**src/rtl/dqpi_pkg.sv**
```systemverilog
package dqpi_pkg;

    localparam int unsigned LIMIT_RADIUS = 11351;
    localparam int unsigned DECAY_Q16    = 64881;
    localparam int unsigned MOD_SCALE    = 96;
    localparam int unsigned VBUS_MIN     = 256;

    localparam int unsigned DIV_STEPS  = 45;
    localparam int unsigned SQRT_STEPS = 32;

    // configuration register indexes
    localparam logic [2:0] REG_BUS_VOLTAGE  = 3'd0;
    localparam logic [2:0] REG_PROP_GAIN_D  = 3'd1;
    localparam logic [2:0] REG_INTEG_GAIN_D = 3'd2;
    localparam logic [2:0] REG_PROP_GAIN_Q  = 3'd3;
    localparam logic [2:0] REG_INTEG_GAIN_Q = 3'd4;

    // lane operations
    localparam logic [3:0] LN_NOP   = 4'd0;
    localparam logic [3:0] LN_LOAD  = 4'd1;
    localparam logic [3:0] LN_MUL   = 4'd2;
    localparam logic [3:0] LN_VOLT  = 4'd3;
    localparam logic [3:0] LN_NUM   = 4'd4;
    localparam logic [3:0] LN_DIV   = 4'd5;
    localparam logic [3:0] LN_MOD   = 4'd6;
    localparam logic [3:0] LN_SQR   = 4'd7;
    localparam logic [3:0] LN_LOAD2 = 4'd8;
    localparam logic [3:0] LN_OUTP  = 4'd9;
    localparam logic [3:0] LN_IMUL  = 4'd10;
    localparam logic [3:0] LN_INTEG = 4'd11;

    // merge operations
    localparam logic [1:0] MG_NOP  = 2'd0;
    localparam logic [1:0] MG_SUM  = 2'd1;
    localparam logic [1:0] MG_STEP = 2'd2;

    typedef struct packed {
        logic [3:0] op;
        logic       lim;
    } lane_ctrl_t;

    typedef struct packed {
        logic [1:0] op;
    } merge_ctrl_t;

endpackage

```
**src/rtl/dqpi_merge.sv**
```systemverilog
module dqpi_merge (
    input  logic                  clk,
    input  dqpi_pkg::merge_ctrl_t ctrl,
    input  logic [61:0]           square_d,
    input  logic [61:0]           square_q,
    output logic [30:0]           magnitude,
    output logic                  limited
);

    localparam logic [63:0] RADIUS_SQ = 64'(dqpi_pkg::LIMIT_RADIUS) * 64'(dqpi_pkg::LIMIT_RADIUS);

    logic [63:0] x_reg, x_next;
    logic [63:0] r_reg, r_next;
    logic [63:0] bit_reg, bit_next;
    logic        lim_reg, lim_next;
    logic [63:0] sum, trial;

    always_comb
    begin
        sum      = 64'(square_d) + 64'(square_q);
        trial    = r_reg + bit_reg;
        x_next   = x_reg;
        r_next   = r_reg;
        bit_next = bit_reg;
        lim_next = lim_reg;
        unique case (ctrl.op)
            dqpi_pkg::MG_SUM:
            begin
                x_next   = sum;
                lim_next = sum > RADIUS_SQ;
                r_next   = '0;
                bit_next = 64'd1 << 62;
            end
            dqpi_pkg::MG_STEP:
            begin
                // one result bit of the integer root per step
                if (x_reg >= trial)
                begin
                    x_next = x_reg - trial;
                    r_next = (r_reg >> 1) + bit_reg;
                end
                else
                    r_next = r_reg >> 1;
                bit_next = bit_reg >> 2;
            end
            default:
            begin
            end
        endcase
    end

    always_ff @(posedge clk)
    begin
        x_reg   <= x_next;
        r_reg   <= r_next;
        bit_reg <= bit_next;
        lim_reg <= lim_next;
    end

    assign magnitude = r_reg[30:0];
    assign limited   = lim_reg;

endmodule

```
**config.mk**
```make
export PLATFORM = sky130hd
export DESIGN_NAME = dqpi_merge
export DESIGN_NICKNAME = d
export VERILOG_FILES = /design/src/rtl/dqpi_pkg.sv /design/src/rtl/dqpi_merge.sv
export SDC_FILE = /design/constraint.sdc
export NUM_CORES = 1
export LEC_CHECK = 0
export ABC_CLOCK_PERIOD_IN_PS = 23200
export BUFFER_PORTS_ARGS = -buffer_cell sky130_fd_sc_hd__buf_2
export CORE_MARGIN = 2
export CORE_UTILIZATION = 60
export DETAILED_ROUTE_END_ITERATION = 10
export PLACE_DENSITY = 0.92
export SYNTH_ARGS = -nofsm -noshare
export SYNTH_HDL_FRONTEND = slang
export SYNTH_SLANG_ARGS = --single-unit
```
**constraint.sdc**
```tcl
create_clock -name clk -period 23.2 [get_ports clk]
set_input_delay 0 -clock clk [delete_from_list [all_inputs] [get_ports clk]]
set_output_delay 0 -clock clk [all_outputs]
set_load 0.03 [all_outputs]
```
; ---- Word level (Yosys, flattened, before mapping)
; Cells that the tools add are included.
[totals]
regBits = 193
latchBits = 0
ramBits = 0
mem_bits_ro = 0
inputBits = 127
out_inout_bits = 32
elab_cells = 20
mem_count = 0
[op_classes]
add_sub_neg = 4
multipliers = 0
n_div = 0
magnitude_cmp = 2
n_eq_ne = 3
shifts = 0
n_mux = 5
bitwise = 0
reduce_logical = 2
[op_table]
columns = op, n
row1 = $pmux 64 s2, 3
row2 = $mux 64, 2
row3 = $add 63x64->64, 1
row4 = $add 64x64->64, 1
row5 = $ge 64x64->1, 1
row6 = $sub 64x64->64, 1
row7 = $add 62x62->63, 1
row8 = $gt 63x27->1 const B, 1
row9 = $eq 2x1->1 const B, 1
row10 = $eq 2x2->1 const B, 1
row11 = $ne 2x2->1 const B, 1
row12 = $reduce_and 2->1, 1
row13 = $reduce_bool 2->1, 1

; ---- Longest topological paths before layout
[depth]
depth_word = 4
depth_mapped = 29
mapped_depth_nobuf = 27

; ---- Worst setup path before layout
; No wires, ideal clock.
[synth_path]
kind = reg-to-reg
start = register r_reg[2]
end = register x_reg[0], enable pin
setup_time_ps = 507
arrival_ps = 8006
t_required_ps = 22693
path_slack_ps = 14687
path_stages_with_launch = 22
path_buffers = 3
synth_period_minus_slack_ps = 8513
path_cell_list = edfxtp_1 ha_1 a31o_2 o211ai_1 nor4_1 or2_2 clkbuf_1 a31oi_1 o21a_1 a2111oi_0 a311o_1 a21o_1 a31oi_1 xor2_1 ha_1 clkbuf_1 and4_1 nand3_1 a2111oi_0 nor4_1 clkbuf_1 a21oi_1
[synth_via]
elab_chain_cells = 4
[synth_rtl]
columns = element, line_no
row1 = start: declaration, dqpi_merge.sv:13  ; logic [63:0] r_reg, r_next;
row2 = start signal: assignment, dqpi_merge.sv:55  ; r_reg <= r_next;
row3 = $add 64x64->64, dqpi_merge.sv:21  ; trial = r_reg + bit_reg;
row4 = $ge 64x64->1, dqpi_merge.sv:37  ; if (x_reg >= trial)
row5 = $ne 2x2->1 (no line), -
row6 = $reduce_and 2->1 (no line), -
row7 = end signal: assignment, dqpi_merge.sv:54  ; x_reg <= x_next;
row8 = end: declaration, dqpi_merge.sv:12  ; logic [63:0] x_reg, x_next;
; No other way between the ends.
; A chain may end at the register's enable or synchronous reset.

; ---- Worst setup path in the final report
[layout_path]
start = register r_reg[0]
end = register x_reg[58], enable pin
; The elaborated chain is that of the path after synthesis.

==> reports/qor.csv <==
stage,metric,value,unit
floorplan,die height,179.3,um
yosys,Syn. warnings,0,
power,Combinational Power Share,55.8,%
worst_setup_path,Critical Path Source,r_reg[0],
worst_setup_path,FF-to-FF path depth,26,
power,Leak,8.040,nW
route,post-DR wirelength/cell,18.28,um
clocking,clock slew at reported path FFs,0.06,ns
route,vias per cell,6.522,
placed_design,Inst Count DP,2685,
final_layout,Multi-input gate area,0.01283,mm^2
yosys,synthesized area per cell,8.217,um^2
sta,clock skew,0.009718,ns
global_routing,number of global-route vias before repair,16532,
min_path,hold crit path type,in -> reg,
flow_run,number of max-cap violations,0,
global_routing,first-pass GRT wire length,80.80,mm
sta,post-route minimum period,7.276,ns
yosys,Post-synth ARST share,0,%
yosys,ys flop type,edfxtp_1,
clocking,CTS HTree Levels,4,
clocking,CTS buffer count,17,
floorplan,Row Count,64,
worst_setup_path,critical path type,reg -> reg,
final_layout,diode count,0,
yosys,top-area cell type share of the netlist area,26.21,%
placed_design,IO buf count,158,
final_layout,"most common cell after layout, fill and taps aside",nand2_1,
global_routing,grt total ovfl,0,
sta,Setup TNS Final,0,ns
floorplan,initial core utilization,60.62,%
route,Detailed Routing Iterations Pass 1,7,
clocking,CTS tree,done,
clocking,clk buf depth,2,
worst_setup_path,Critical Path AT,7.38,ns
power,Cell Pwr Density,82.70,mW/mm^2
floorplan,core footprint,0.03043,mm^2
placed_design,gp weighted congestion,1.005,
yosys,Seq cells post-synth,161,
sta,max-slew violation count,0,
final_layout,fin cells,2718,
final_layout,Final Core Density,65.13,%
global_routing,largest net degree at the start of global routing,86,
sta,Worst Max-Slew Pin Slew,1.018,ns
worst_setup_path,Worst EP required,23.30,ns
yosys,"EDFF count, synth",161,
final_layout,Final #Nets,2632,
power,Flop pwr share,26.6,%
floorplan,Die Width,179.3,um
min_path,Hold Path End,x_reg[0],
sta,final hold vios,0,
sta,WHS,0.005732,ns
min_path,Worst Hold Path Cells,4,
clocking,clock root cell,clkbuf_16,
route,1st-iter DRT viols,1842,
floorplan,# IOs,159,
power,cell-internal power,901.6,uW
route,DR vias,17727,
yosys,"area leader, netlist",edfxtp_1,
power,Net Switching,737.4,uW
power,Sw Ratio,44.99,%
sta,Slew HR,32.00,%
power,maximum vdd ir drop,0.00005040,V
outcome,status,completed,
sta,endpoints failing setup,0,
yosys,ranking of synthesized cells by area,"edfxtp_1 26%, ha_1 13%, xor2_1 5.8%, a21oi_1 5.2%, xnor2_1 4.8%",
worst_setup_path,Worst setup EP type,flip-flop,
final_layout,"commonest cells after routing, fill and taps aside","218 x nand2_1, 195 x nor2_1, 193 x ha_1",
yosys,Post-Syn Area,0.01845,mm^2
clocking,clk sinks,161,
route,DRC Markers,0,
worst_setup_path,Startpoint Class,flip-flop,
yosys,count of cell types in the netlist,71,
power,total power,1.639,mW
final_layout,layout cell share with drive strength beyond 1,11.07,%
sta,Tcrit/Tclk final,31.36,%
placed_design,Setup WS pre-CTS,16.06,ns
clocking,Clock Latency Late Sink,0.45,ns
worst_setup_path,CP Max Fanout,35,
route,final WL,49.68,mm
yosys,Post-Syn Instances,2245,
global_routing,initial antenna violation count,0,
yosys,post-synthesis sequential area ratio,26.21,%
floorplan,full die area,0.03216,mm^2
final_layout,FF/Latch Area,0.004835,mm^2
sta,worst setup margin,15.92,ns
global_routing,total global-route track usage,30.77,%
final_layout,area delta synth->final,7.434,%
worst_setup_path,reg2reg setup slack,15.92,ns
route,Routed Antenna Nets,0,
placed_design,HPWL after DPL,37.39,mm
worst_setup_path,Reg2Reg Capture Point,x_reg[58],
sta,fmax,137.4,MHz
placed_design,placed inst area,0.01923,mm^2
final_layout,filler instances,2438,
yosys,Synthesized Nets,2568,
power,Clock power frac,17.6,%
sta,unrepaired setup endpoints after global routing,false,
min_path,HP Start,square_q[0],
final_layout,Finished Cell Area,0.01982,mm^2
worst_setup_path,reg2reg start,r_reg[0],
==> layout make-up <==
| class | instances | area share, % |
|---|---|---|
| well taps | 396 | 2.500 |
| repair buffers | 166 | 4.306 |
| flip-flops and latches | 161 | 24.40 |
| clock inverters | 15 | 0.7892 |
| inverters | 58 | 1.105 |
| clock buffers | 17 | 2.147 |
| multi-input cells | 1905 | 64.76 |
==> power groups by stage <==
stage	Combinational, mW	Sequential (mW)	Clock, mW
after floorplan	0.697	0.420	0
after global placement	0.858	0.436	0
after CTS	0.891	0.433	0.289
final	0.914	0.436	0.289
after detailed placement	0.877	0.438	0
after global routing	1.00	0.441	0.299
==> worst max-delay path: stages (launching register included) <==
cell and delay [ns]:
edfxtp_1 0.41, ha_1 0.24, ha_1 0.23, a211o_1 0.34, a41oi_1 0.28, o21ai_0 0.15
a21oi_1 0.33, o21a_1 0.18, o21ai_0 0.12, a31oi_1 0.19, o21bai_1 0.10, a21o_1 0.22
and4b_1 0.19, o31ai_1 0.27, xor2_1 0.12, ha_1 0.39, nand3_1 0.14, nor2_1 0.19
nand3_1 0.13, nor2b_1 0.20, nand2_1 0.09, o21ai_1 0.16, nor3_2 0.09, a2111oi_0 0.60
nor4_2 0.17, a21oi_4 0.83, buf_4 0.53
==> per-layer routing <==
metal | track usage [%] | vias up | share of wire [%]
met3 | 4.451 | 115 | 9.5
li1 | - | 8455 | -
met2 | 47.62 | 998 | 43
met4 | 10.45 | 0 | 2.9
met1 | 44.11 | 8159 | 44
met5 | 0 | - | 0
==> cell usage after synthesis (all sizes together), types with 14 or more instances <==
master and n:
clkbuf 75, o21bai 49, edfxtp 161, nor4 15, nor2 195, xnor2 102
o211ai 16, inv 58, o21ai 182, nand2 218, nand4 59, a21o 79
or2 14, a31oi 64, a31o 15, xor2 122, nor3 26, nand2b 19
a21oi 197, and3 18, mux2 14, a211oi 35, nor2b 24, o21a 15
and2 44, buf 46, nand3 52, ha 194
==> logic make-up (layout without fill, tap and decap cells) <==
kind of cell,after synthesis,in the layout,synth area share (%)
multiplexers,25,25,1.452
AND/OR/NAND/NOR,720,720,18.59
AO/OA/AOI/OAI,740,740,25.31
adder cells (fa/ha/maj),196,196,13.38
flip-flops,161,161,26.21
XOR/XNOR,224,224,10.68
buffers and inverters,179,256,4.388
==> worst max-delay path by stage <==
| stage | slack (ns) | cells after the start | to |
|---|---|---|---|
| 3_3_place_gp | 16.26 | 26 | x_reg[58] |
| 5_1_grt | 15.38 | 26 | x_reg[58] |
| 3_5_place_dp | 16.06 | 26 | x_reg[58] |
| 4_1_cts | 15.98 | 26 | x_reg[52] |
| 6_report | 15.92 | 26 | x_reg[58] |
| 2_1_floorplan | 14.69 | 21 | x_reg[0] |
==> what timing repair did <==
action | 4_1_cts | 5_1_grt
hold endpoints to repair | 1 | 0
gates resized for setup | 0 | 0
hold buffers | 1 | 0
buffers inserted | 0 | 0
No activity file was read; power rests on OpenSTA's default activity.
